[src/hw/rtl/assert_macros.svh]
// Assertion macros used by the RTL of the generation engine.
// Expects a clock named aclk and an active-low reset named aresetn in scope.
`ifndef ASSERT_MACROS_SVH
`define ASSERT_MACROS_SVH

// Property checked on every rising edge outside reset.
`define ASSERT_CLK(name, prop, msg) \
    name: assert property (@(posedge aclk) disable iff (!aresetn) (prop)) \
        else $error(msg);

// Condition that must never be true outside reset.
`define ASSERT_NEVER(name, cond, msg) \
    name: assert property (@(posedge aclk) disable iff (!aresetn) !(cond)) \
        else $error(msg);

`endif

[src/hw/rtl/lge_pkg.sv]
// Package for the generation engine: grid size defaults, field widths and opcodes.
// No dependencies.
`default_nettype none

package lge_pkg;

    localparam int ROWS_DEF = 32;
    localparam int COLS_DEF = 32;

    localparam int OPCODE_W = 2;
    localparam int IDX_W    = 5;

    typedef enum logic [OPCODE_W-1:0] {
        OP_WRITE = 2'd0,
        OP_READ  = 2'd1,
        OP_STEP  = 2'd2,
        OP_CLEAR = 2'd3
    } opcode_t;

endpackage

`default_nettype wire

[src/hw/rtl/life_generation_engine_core.sv]
// Top level of the toroidal generation engine: grid memory, command sequencer, row stepper.
// Depends on lge_pkg and assert_macros.svh.
`default_nettype none

// The grid is held one row per memory word in a single memory of two banks; the
// active bank is the current generation and a step builds the next one in the
// other bank, then swaps banks. Every command returns exactly one result beat.
// A write or read goes from accept through row fetch, modify or pick, and the
// result register; a step with running clear goes straight to the result
// register. The memory has a single read port, which delivers one row per
// cycle. After reset the block runs a clearing pass over the active bank, with
// s_ready low; configuration writes are taken at any time. The next command is
// accepted while a finished result still waits on the m_ channel.
module life_generation_engine_core #(
    parameter int ROWS = lge_pkg::ROWS_DEF,
    parameter int COLS = lge_pkg::COLS_DEF
) (
    input  wire logic                          aclk,
    input  wire logic                          aresetn,

    input  wire logic                          cfg_valid,
    output logic                               cfg_ready,
    input  wire logic                          cfg_data,

    input  wire logic                          s_valid,
    output logic                               s_ready,
    input  wire logic [lge_pkg::OPCODE_W-1:0]  s_opcode,
    input  wire logic [lge_pkg::IDX_W-1:0]     s_row_index,
    input  wire logic [lge_pkg::IDX_W-1:0]     s_col_index,
    input  wire logic                          s_cell_in,

    output logic                               m_valid,
    input  wire logic                          m_ready,
    output logic                               m_cell_out,
    output logic                               m_stepped
);

    import lge_pkg::*;

    `include "assert_macros.svh"

    localparam int RW    = $clog2(ROWS);
    localparam int CW    = $clog2(COLS);
    localparam int RIW   = (RW > IDX_W) ? RW : IDX_W;
    localparam int CIW   = (CW > IDX_W) ? CW : IDX_W;
    localparam int CNTW  = $clog2(ROWS + 3);
    localparam int AW    = RW + 1;
    localparam int DEPTH = 2 * (1 << RW);

    typedef enum logic [2:0] {
        ST_CLEAR,
        ST_IDLE,
        ST_FETCH,
        ST_APPLY,
        ST_STEP,
        ST_FINISH
    } state_t;

    state_t            state_reg;
    logic [CNTW-1:0]   cnt_reg;
    logic              bank_reg;
    opcode_t           op_reg;
    logic [RW-1:0]     row_reg;
    logic [CW-1:0]     col_reg;
    logic              bit_reg;
    logic              inside_reg;
    logic              clr_resp_reg;
    logic              res_cell_reg;
    logic              res_step_reg;
    logic              m_valid_reg;
    logic              m_cell_reg;
    logic              m_step_reg;
    logic              running_reg;
    logic [COLS-1:0]   up_reg;
    logic [COLS-1:0]   mid_reg;
    logic [COLS-1:0]   rd_data_reg;

    logic [COLS-1:0]   grid_mem [DEPTH];

    logic [AW-1:0]     rd_addr;
    logic [AW-1:0]     wr_addr;
    logic [COLS-1:0]   wr_data;
    logic              wr_en;

    logic [RIW-1:0]    row_ext;
    logic [CIW-1:0]    col_ext;
    logic              in_inside;

    logic [CNTW-1:0]   step_k;
    logic [CNTW-1:0]   step_w;
    logic [RW-1:0]     step_rd_row;
    logic [RW-1:0]     step_wr_row;
    logic [COLS-1:0]   next_row;

    logic [COLS-1:0]   up_l;
    logic [COLS-1:0]   up_r;
    logic [COLS-1:0]   mid_l;
    logic [COLS-1:0]   mid_r;
    logic [COLS-1:0]   dn_l;
    logic [COLS-1:0]   dn_r;

    assign cfg_ready  = 1'b1;
    assign s_ready    = (state_reg == ST_IDLE);
    assign m_valid    = m_valid_reg;
    assign m_cell_out = m_cell_reg;
    assign m_stepped  = m_step_reg;

    assign row_ext   = RIW'(s_row_index);
    assign col_ext   = CIW'(s_col_index);
    assign in_inside = ({1'b0, row_ext} < (RIW + 1)'(ROWS))
                    && ({1'b0, col_ext} < (CIW + 1)'(COLS));

    // Read k of a step fetches row k-1, wrapping at both ends, so the window
    // enters with the last row above row 0 and leaves with row 0 below the last.
    assign step_k = cnt_reg - CNTW'(1);
    assign step_w = cnt_reg - CNTW'(3);
    assign step_wr_row = step_w[RW-1:0];

    always_comb begin
        if (cnt_reg == '0) begin
            step_rd_row = RW'(ROWS - 1);
        end else if (step_k == CNTW'(ROWS)) begin
            step_rd_row = '0;
        end else begin
            step_rd_row = step_k[RW-1:0];
        end
    end

    // Left and right neighbors of every column, wrapping at the row ends.
    assign up_l  = {up_reg[COLS-2:0], up_reg[COLS-1]};
    assign up_r  = {up_reg[0], up_reg[COLS-1:1]};
    assign mid_l = {mid_reg[COLS-2:0], mid_reg[COLS-1]};
    assign mid_r = {mid_reg[0], mid_reg[COLS-1:1]};
    assign dn_l  = {rd_data_reg[COLS-2:0], rd_data_reg[COLS-1]};
    assign dn_r  = {rd_data_reg[0], rd_data_reg[COLS-1:1]};

    // Next generation of the middle row of the window; rd_data_reg is the row below.
    for (genvar gc = 0; gc < COLS; gc++) begin : g_col
        logic [3:0] n;
        assign n = 4'(up_l[gc]) + 4'(up_reg[gc]) + 4'(up_r[gc])
                 + 4'(mid_l[gc]) + 4'(mid_r[gc])
                 + 4'(dn_l[gc]) + 4'(rd_data_reg[gc]) + 4'(dn_r[gc]);
        assign next_row[gc] = (n == 4'd3) || (mid_reg[gc] && (n == 4'd2));
    end

    always_comb begin
        rd_addr = {bank_reg, row_reg};
        wr_en   = 1'b0;
        wr_addr = {bank_reg, row_reg};
        wr_data = rd_data_reg;
        case (state_reg)
            ST_CLEAR: begin
                wr_en   = 1'b1;
                wr_addr = {bank_reg, cnt_reg[RW-1:0]};
                wr_data = '0;
            end
            ST_APPLY: begin
                wr_en = (op_reg == OP_WRITE) && inside_reg;
                wr_data[col_reg] = bit_reg;
            end
            ST_STEP: begin
                rd_addr = {bank_reg, step_rd_row};
                wr_en   = (cnt_reg >= CNTW'(3));
                wr_addr = {~bank_reg, step_wr_row};
                wr_data = next_row;
            end
            default: begin
                wr_en = 1'b0;
            end
        endcase
    end

    always_ff @(posedge aclk) begin
        if (wr_en) begin
            grid_mem[wr_addr] <= wr_data;
        end
        rd_data_reg <= grid_mem[rd_addr];
    end

    always_ff @(posedge aclk) begin
        if (!aresetn) begin
            state_reg    <= ST_CLEAR;
            cnt_reg      <= '0;
            bank_reg     <= 1'b0;
            clr_resp_reg <= 1'b0;
            m_valid_reg  <= 1'b0;
            running_reg  <= 1'b0;
        end else begin
            if (cfg_valid) begin
                running_reg <= cfg_data;
            end
            // In ST_FINISH the result register is reloaded below instead.
            if (m_valid_reg && m_ready && (state_reg != ST_FINISH)) begin
                m_valid_reg <= 1'b0;
            end
            case (state_reg)
                ST_CLEAR: begin
                    if (cnt_reg == CNTW'(ROWS - 1)) begin
                        cnt_reg      <= '0;
                        res_cell_reg <= 1'b0;
                        res_step_reg <= 1'b0;
                        state_reg    <= clr_resp_reg ? ST_FINISH : ST_IDLE;
                    end else begin
                        cnt_reg <= cnt_reg + CNTW'(1);
                    end
                end
                ST_IDLE: begin
                    if (s_valid) begin
                        op_reg       <= opcode_t'(s_opcode);
                        row_reg      <= row_ext[RW-1:0];
                        col_reg      <= col_ext[CW-1:0];
                        bit_reg      <= s_cell_in;
                        inside_reg   <= in_inside;
                        cnt_reg      <= '0;
                        res_cell_reg <= 1'b0;
                        res_step_reg <= 1'b0;
                        case (opcode_t'(s_opcode))
                            OP_WRITE, OP_READ: begin
                                state_reg <= ST_FETCH;
                            end
                            OP_STEP: begin
                                state_reg <= running_reg ? ST_STEP : ST_FINISH;
                            end
                            default: begin
                                clr_resp_reg <= 1'b1;
                                state_reg    <= ST_CLEAR;
                            end
                        endcase
                    end
                end
                ST_FETCH: begin
                    state_reg <= ST_APPLY;
                end
                ST_APPLY: begin
                    if ((op_reg == OP_READ) && inside_reg) begin
                        res_cell_reg <= rd_data_reg[col_reg];
                    end
                    state_reg <= ST_FINISH;
                end
                ST_STEP: begin
                    up_reg  <= mid_reg;
                    mid_reg <= rd_data_reg;
                    if (cnt_reg == CNTW'(ROWS + 2)) begin
                        bank_reg     <= ~bank_reg;
                        res_step_reg <= 1'b1;
                        state_reg    <= ST_FINISH;
                    end else begin
                        cnt_reg <= cnt_reg + CNTW'(1);
                    end
                end
                ST_FINISH: begin
                    if (!m_valid_reg || m_ready) begin
                        m_valid_reg <= 1'b1;
                        m_cell_reg  <= res_cell_reg;
                        m_step_reg  <= res_step_reg;
                        state_reg   <= ST_IDLE;
                    end
                end
                default: begin
                    state_reg <= ST_IDLE;
                end
            endcase
        end
    end

    // A command beat holds off the next one until its own work is done.
    `ASSERT_CLK(a_one_cmd_at_a_time, (s_valid && s_ready) |=> !s_ready, "second command accepted")
    // The stepper never writes into the bank it is reading from.
    `ASSERT_NEVER(a_step_bank_split, wr_en && (state_reg == ST_STEP) && (wr_addr[RW] == rd_addr[RW]), "step writes active bank")
    // A result is either a read value or a step flag, never both.
    `ASSERT_NEVER(a_result_exclusive, m_valid && m_cell_out && m_stepped, "read and step result mixed")

endmodule

`default_nettype wire

[config.mk]
export PLATFORM = sky130hd
export DESIGN_NAME = life_generation_engine_core
export DESIGN_NICKNAME = d
export VERILOG_FILES = /design/src/hw/rtl/lge_pkg.sv /design/src/hw/rtl/life_generation_engine_core.sv
export VERILOG_INCLUDE_DIRS = /design/src /design/src/hw/rtl
export SDC_FILE = /design/constraint.sdc
export NUM_CORES = 2
export LEC_CHECK = 0
export ABC_AREA = 0
export BUFFER_PORTS_ARGS = -buffer_cell sky130_fd_sc_hd__buf_2
export CAP_MARGIN = 25
export CORE_MARGIN = 3
export CORE_UTILIZATION = 40
export DETAILED_ROUTE_END_ITERATION = 10
export RECOVER_POWER = 25
export SLEW_MARGIN = 20
export SYNTH_ARGS = -nofsm -noshare
export SYNTH_HDL_FRONTEND = slang
export SYNTH_SLANG_ARGS = --single-unit
[constraint.sdc]
create_clock -name aclk -period 15.82 [get_ports aclk]
set_clock_uncertainty 0.2 [all_clocks]
set_input_delay 0.791 -clock aclk [delete_from_list [all_inputs] [get_ports aclk]]
set_output_delay 0.791 -clock aclk [all_outputs]
set_load 0.02 [all_outputs]
Word-level counts from Yosys, hierarchy flattened --
Memory sizes are Yosys's and may differ from the RTL's. A register that Yosys moved wholly into a read port is not among the register bits. Cells that the tools add are included.
Operators by class: bitwise operators 2, magnitude comparators 3, reduce and logical (&&, ||, !) cells 86, add/subtract/negate cells 227, eq/ne operators 82, multiplexer cells 34
Operators with widths (count):
- adder 4 x 1 -> 4 bit | 128
- == test 4 x 2 -> 1 bit (second input constant) | 64
- adder 3 x 1 -> 4 bit | 32
- adder 2 x 1 -> 3 bit | 32
- one-hot mux 32 bit (3 select lines) | 1
- adder 1 x 1 -> 2 bit | 32
- logical AND 1 bit | 35
- logical OR 1 bit | 33
- bitwise mux 32 bit | 1
- 2-to-1 mux 6 bit | 3
- one-hot mux 3 bit (6 select lines) | 1
- one-hot mux 6 bit (3 select lines) | 1
- 2-to-1 mux 3 bit | 5
- 2-to-1 mux 5 bit | 3
- == test 6 bit (second input constant) | 2
- 2-to-1 mux 1 bit | 12
- inequality test 2 bit (second input constant) | 6
- one-hot mux 6 bit (2 select lines) | 1
- AND reduction 3 bit | 4
- AND reduction 5 bit | 2
- one-hot mux 1 bit (3 select lines) | 3
- adder 6 x 1 -> 6 bit (second input constant) | 1
- == test 3 x 2 -> 1 bit (second input constant) | 2
- == test 3 bit (second input constant) | 2
- other kinds (23) | 28
Word-level totals: memories kept 1, bits in writable memories 2048, register bits 94
Memories:
- grid_mem | depth 64, width 32, read ports 1, clocked after memory_dff 1, wr ports 1, RTL line life_generation_engine_core.sv:78 | logic [COLS-1:0] grid_mem [DEPTH];

Logic depth before layout (Yosys ltp) --
depth after elaboration 11, depth in mapped cells 13, gate-level depth less buffers 13

Worst setup path after synthesis --
No wires, ideal clock.
kind register -> register, from register col_reg[0], to memory grid_mem[0][14] (netlist name), data pin, setup slack 9.098 ns, arrival time 5.513 ns, clock period less this slack 6.722 ns, cell stages (with the launch flop) 7, cells stage by stage edfxtp_1 > clkbuf_1 > clkbuf_1 > nand2b_1 > or2_2 > nor2_1 > o311ai_0
On the way: cells in the longest elaborated chain, start to end 6
RTL lines:
- start, declared | RTL line life_generation_engine_core.sv:64 | logic [CW-1:0] col_reg;
- start signal, assigned | RTL line life_generation_engine_core.sv:211 | col_reg <= col_ext[CW-1:0];
- less-than comparator 5 x 6 -> 1 bit (not written as such) or >= comparator 5 x 1 -> 1 bit (tied branches) | RTL line life_generation_engine_core.sv:159 | wr_data[col_reg] = bit_reg;
- logical AND 1 bit (not written as such) | RTL line life_generation_engine_core.sv:159
- 2-to-1 mux 1 bit (not written as such) | RTL line life_generation_engine_core.sv:159
- demux 1 bit (select 5 bit) (*) | RTL line life_generation_engine_core.sv:159
- bitwise mux 32 bit (*) | RTL line life_generation_engine_core.sv:159
- one-hot mux 32 bit (3 select lines) (*) | RTL line life_generation_engine_core.sv:151 | case (state_reg)
- net wr_data[14] | RTL line life_generation_engine_core.sv:82 | logic [COLS-1:0] wr_data;
- end, declared | RTL line life_generation_engine_core.sv:78
The timed path passes the listed nets; every way through them passes the cells marked *.

Worst setup path after layout --
from register state_reg[2], to register rd_data_reg[24] (read register of grid_mem)
On the way: cells in the longest elaborated chain, start to end 2
RTL lines:
- start, declared | RTL line life_generation_engine_core.sv:59 | state_t state_reg;
- start signal, assigned | RTL line life_generation_engine_core.sv:202 | state_reg <= clr_resp_reg ? ST_FINISH : ST_IDLE;
- start signal, assigned | RTL line life_generation_engine_core.sv:222 | state_reg <= running_reg ? ST_STEP : ST_FINISH;
- == test 3 bit | RTL line life_generation_engine_core.sv:151
- 2-to-1 mux 5 bit | RTL line life_generation_engine_core.sv:151
- end, declared | RTL line life_generation_engine_core.sv:76 | logic [COLS-1:0] rd_data_reg;
Every way passes these cells. A chain may end at the register's enable or synchronous reset.

==> results_dict.tcl <==
set metrics [dict create \
    status "finished with violations" \
    violations "capacitance limit, slew limit" \
    total_power_w 0.0115 \
    fin_cells 9470 \
    crit_chain "or3b_1, inv_1, clkbuf_1, o211ai_1, nand2_4, buf_12, a311oi_1, o31ai_1, nand4_1" \
    utilization_pct 45.6 \
    comb_power_share_pct 0.7 \
    start_util_pct 40.3 \
    fmax_ghz 0.119 \
    viasPerCell 6.21 \
    swShare_pct 20.1 \
    drt_wl_total_mm 287 \
    setup_viol 0 \
    slew_headroom_pct -175 \
    synth_fa_ha_area_share_pct 4.18 \
    synthTopCellsByArea "edfxtp_1 70%, a211oi_1 3.6%, and3_1 3.0%" \
    clock_sinks 2174 \
    cp_max_fo 166 \
    port-buffer-count 22 \
    slowest_delay_ns 2.41 \
    worstSetupPathType "reg2reg" \
    synth_area_per_cell_sq_um 14.6 \
    top_register "grid_mem" \
    worstPathArrival_ns 8.79 \
    synth.distinct_cells 67 \
    grt.total_usage_pct 23.9 \
    synth_compound_area_share_pct 12.2 \
    async_reset_ff_share_pct 0 \
    vias 58800 \
    cts_max_level 4 \
    power_density_nw_per_um2 110 \
    drt_pre_antenna_iters 5 \
    cts.clk_slew.worst_paths_ns 0.07 \
    synth-edff-count 2129 \
    vdd_drop_max_v 0.0000943 \
    root_buffer "clkbuf_16" \
    fin_crit_sh_pct 53.2 \
    synth-xor-area-share_pct 0.0861 \
    leakage_nw 33.0 \
    crit_path_top_delay_cell "clkbuf_1" \
    register_area_sq_um 64800 \
    synth_commonest_cells "2129 x edfxtp_1, 668 x nand2_1, 444 x a211oi_1" \
    largest_reg_flops 2048 \
    nFillCells 19600 \
    slew_violations 1031 \
    fp.dieH_um 485 \
    grt_max_degree 168 \
    grt_pass1_vias 56000 \
    synth_top_area_cell "edfxtp_1" \
    antenna_found_initial 14 \
    postCtsSetupRepairBufs 0 \
    yosysSeqAreaShare_pct 70.8 \
    pwr-share-seq_pct 54.8 \
    synth_mux_area_share_pct 1.80 \
    dpl.hpwl_mm 154 \
    critPathBufInv 3 \
    min_period_ns 8.41 \
    hold_class "in2reg" \
    ant_nets 0 \
    syn_to_final_growth_pct 13.2 \
    tightest_slew_ns 4.12 \
    synth_top_family_by_area "compound AO/OA/AOI/OAI gates" \
    core_area_sq_um 227000 \
    post-synth-top-area-fraction_pct 69.8 \
    io_pins 24 \
    max-cap-violations 33 \
    dpl_cell_area_sq_um 96700 \
    multi_input_area_sq_um 25300 \
    clkPwrFrac_pct 44.5 \
    dp_cells 9046 \
    gp_congestion 0.858 \
    synth-main-ff-cell "edfxtp_1" \
    clock_path_buffers 3 \
    start_kind "register" \
    synth-seq-cells 2174 \
    clk_latency_ns 0.89 \
    yosys_warnings 0 \
    dieArea_sq_um 235000 \
    finalInstanceArea_sq_um 104000 \
    postSynthCellCount 6286 \
    grt-ovfl-total 0 \
    crit_family "buffers and inverters" \
    worstPathRequired_ns 16.20 \
    synth_nets 6534 \
    synth-simple-area-share_pct 7.85 \
    drc_errors 0 \
    drtIter0Drc 7411 \
    cts_made_buffers 214 \
    cp-end-kind "register" \
    wl_per_cell_um 30.3 \
    intPower_w 0.00914 \
    switchingPower_w 0.00231 \
    nets 6513 \
    rows 175 \
    grt_setup_unrepaired "no" \
    grt_pass1_wl_mm 410 \
    tritoncts "yes" \
    setup_tns_ns 0 \
    syn_area_sq_um 91600 \
    die_width_um 485 \
    timing_hold_violations_final 0 \
    synth_most_common_cell "edfxtp_1" \
    layout-drive-gt1-share_pct 10.7 \
]
[cells in the final DEF (no fill, tap or decap), types with 9 or more instances in the layout]
master	n
diode_2	14
and3_1	443
clkbuf_8	20
o41ai_2	43
ha_1	101
mux4_2	16
o31ai_2	9
clkbuf_1	94
edfxtp_1	2129
dlygate4sd3_1	11
nand2_1	667
nor2_1	49
fa_1	128
clkinv_1	37
o311ai_0	61
clkbuf_16	214
buf_12	11
o21ai_0	213
a21oi_4	25
clkinv_2	40
nor2b_1	12
buf_2	9
o22ai_1	64
o41ai_1	14
buf_4	167
dfxtp_1	45
o31ai_1	53
nor2_4	59
bufinv_16	16
nand4_1	35
inv_1	241
nand3_1	171
a211oi_1	443
clkinv_16	9
a21o_1	125
a21oi_1	68
o2111ai_1	30
a311oi_1	310
mux2i_1	129
[tightest hold or removal path: stages]
cell and delay [ns]:
buf_2 0.09, mux2i_1 0.06, nor2b_1 0.10
[repair_timing]
item | 4_1_cts | 5_1_grt
gates resized for setup | 0 | 0
endpoints found under the hold margin | 11 | 0
hold buffers | 11 | 0
[final cells by class]
class / count / share of cell area [%]
Antenna cell: 14 / 0.0338
Clock buffer: 282 / 5.60
Clock inverter: 116 / 1.22
Inverter: 241 / 0.872
Multi-Input combinational cell: 3387 / 24.4
Sequential cell: 2174 / 62.5
Tap cell: 3009 / 3.63
Timing Repair Buffer: 247 / 1.76
[metrics by stage]
step | setup slack (ns) | hold WS, ns
2_1_floorplan | 9.10 | 0.200
3_3_place_gp | 8.23 | 0.240
3_5_place_dp | 9.30 | 0.247
4_1_cts | 9.31 | 0.00224
5_1_grt | 7.04 | 0.0502
6_report | 7.41 | 0.0475
[kinds of logic (layout without fill, tap and decap cells)]
family / count (synthesis) / count (layout)
DFF: 2174 / 2174
AOI/OAI and AO/OA: 1513 / 1513
and+or+nand+nor: 1490 / 1490
buffers and inverters: 725 / 886
adders and majority gates: 229 / 229
muxes: 145 / 145
xor gates and xnor gates: 9 / 9
other: 1 / 15
[power groups by stage]
stage                     clock network [W]  registers, W   logic, W
final                               0.00510       0.00627  0.0000826
after global routing                0.00540       0.00627  0.0000868
after CTS                           0.00516       0.00627  0.0000830
after detailed placement                  0       0.00639  0.0000805
after global placement                    0       0.00639  0.0000797
after floorplan                           0       0.00639  0.0000390
[layer usage]
layer | wire, um | vias to the layer above | share of wire [%] | GRT usage, %
met3 | 29700 | 491 | 10 | 5.12
met1 | 117000 | 30500 | 41 | 33.7
li1 | - | 24600 | - | -
met4 | 10300 | 8 | 3.6 | 7.99
met5 | 52 | - | 0.018 | 0
met2 | 130000 | 3107 | 45 | 36.7
[final timing paths]
check | from | to | slack, ns | cells after the start
worst max-delay path | state_reg[2]$_SDFFE_PN0P_ | rd_data_reg[24]$_DFF_P_ | 7.41 | 9
worst min-delay path | cfg_valid | running_reg$_SDFFE_PN0P_ | 0.05 | 3
worst max register to register | state_reg[2]$_SDFFE_PN0P_ | rd_data_reg[24]$_DFF_P_ | 7.41 | 9
worst min register to register | res_step_reg$_DFFE_PP_ | m_stepped$_DFFE_PP_ | 0.26 | 0
(Power assumes the default switching activity.)
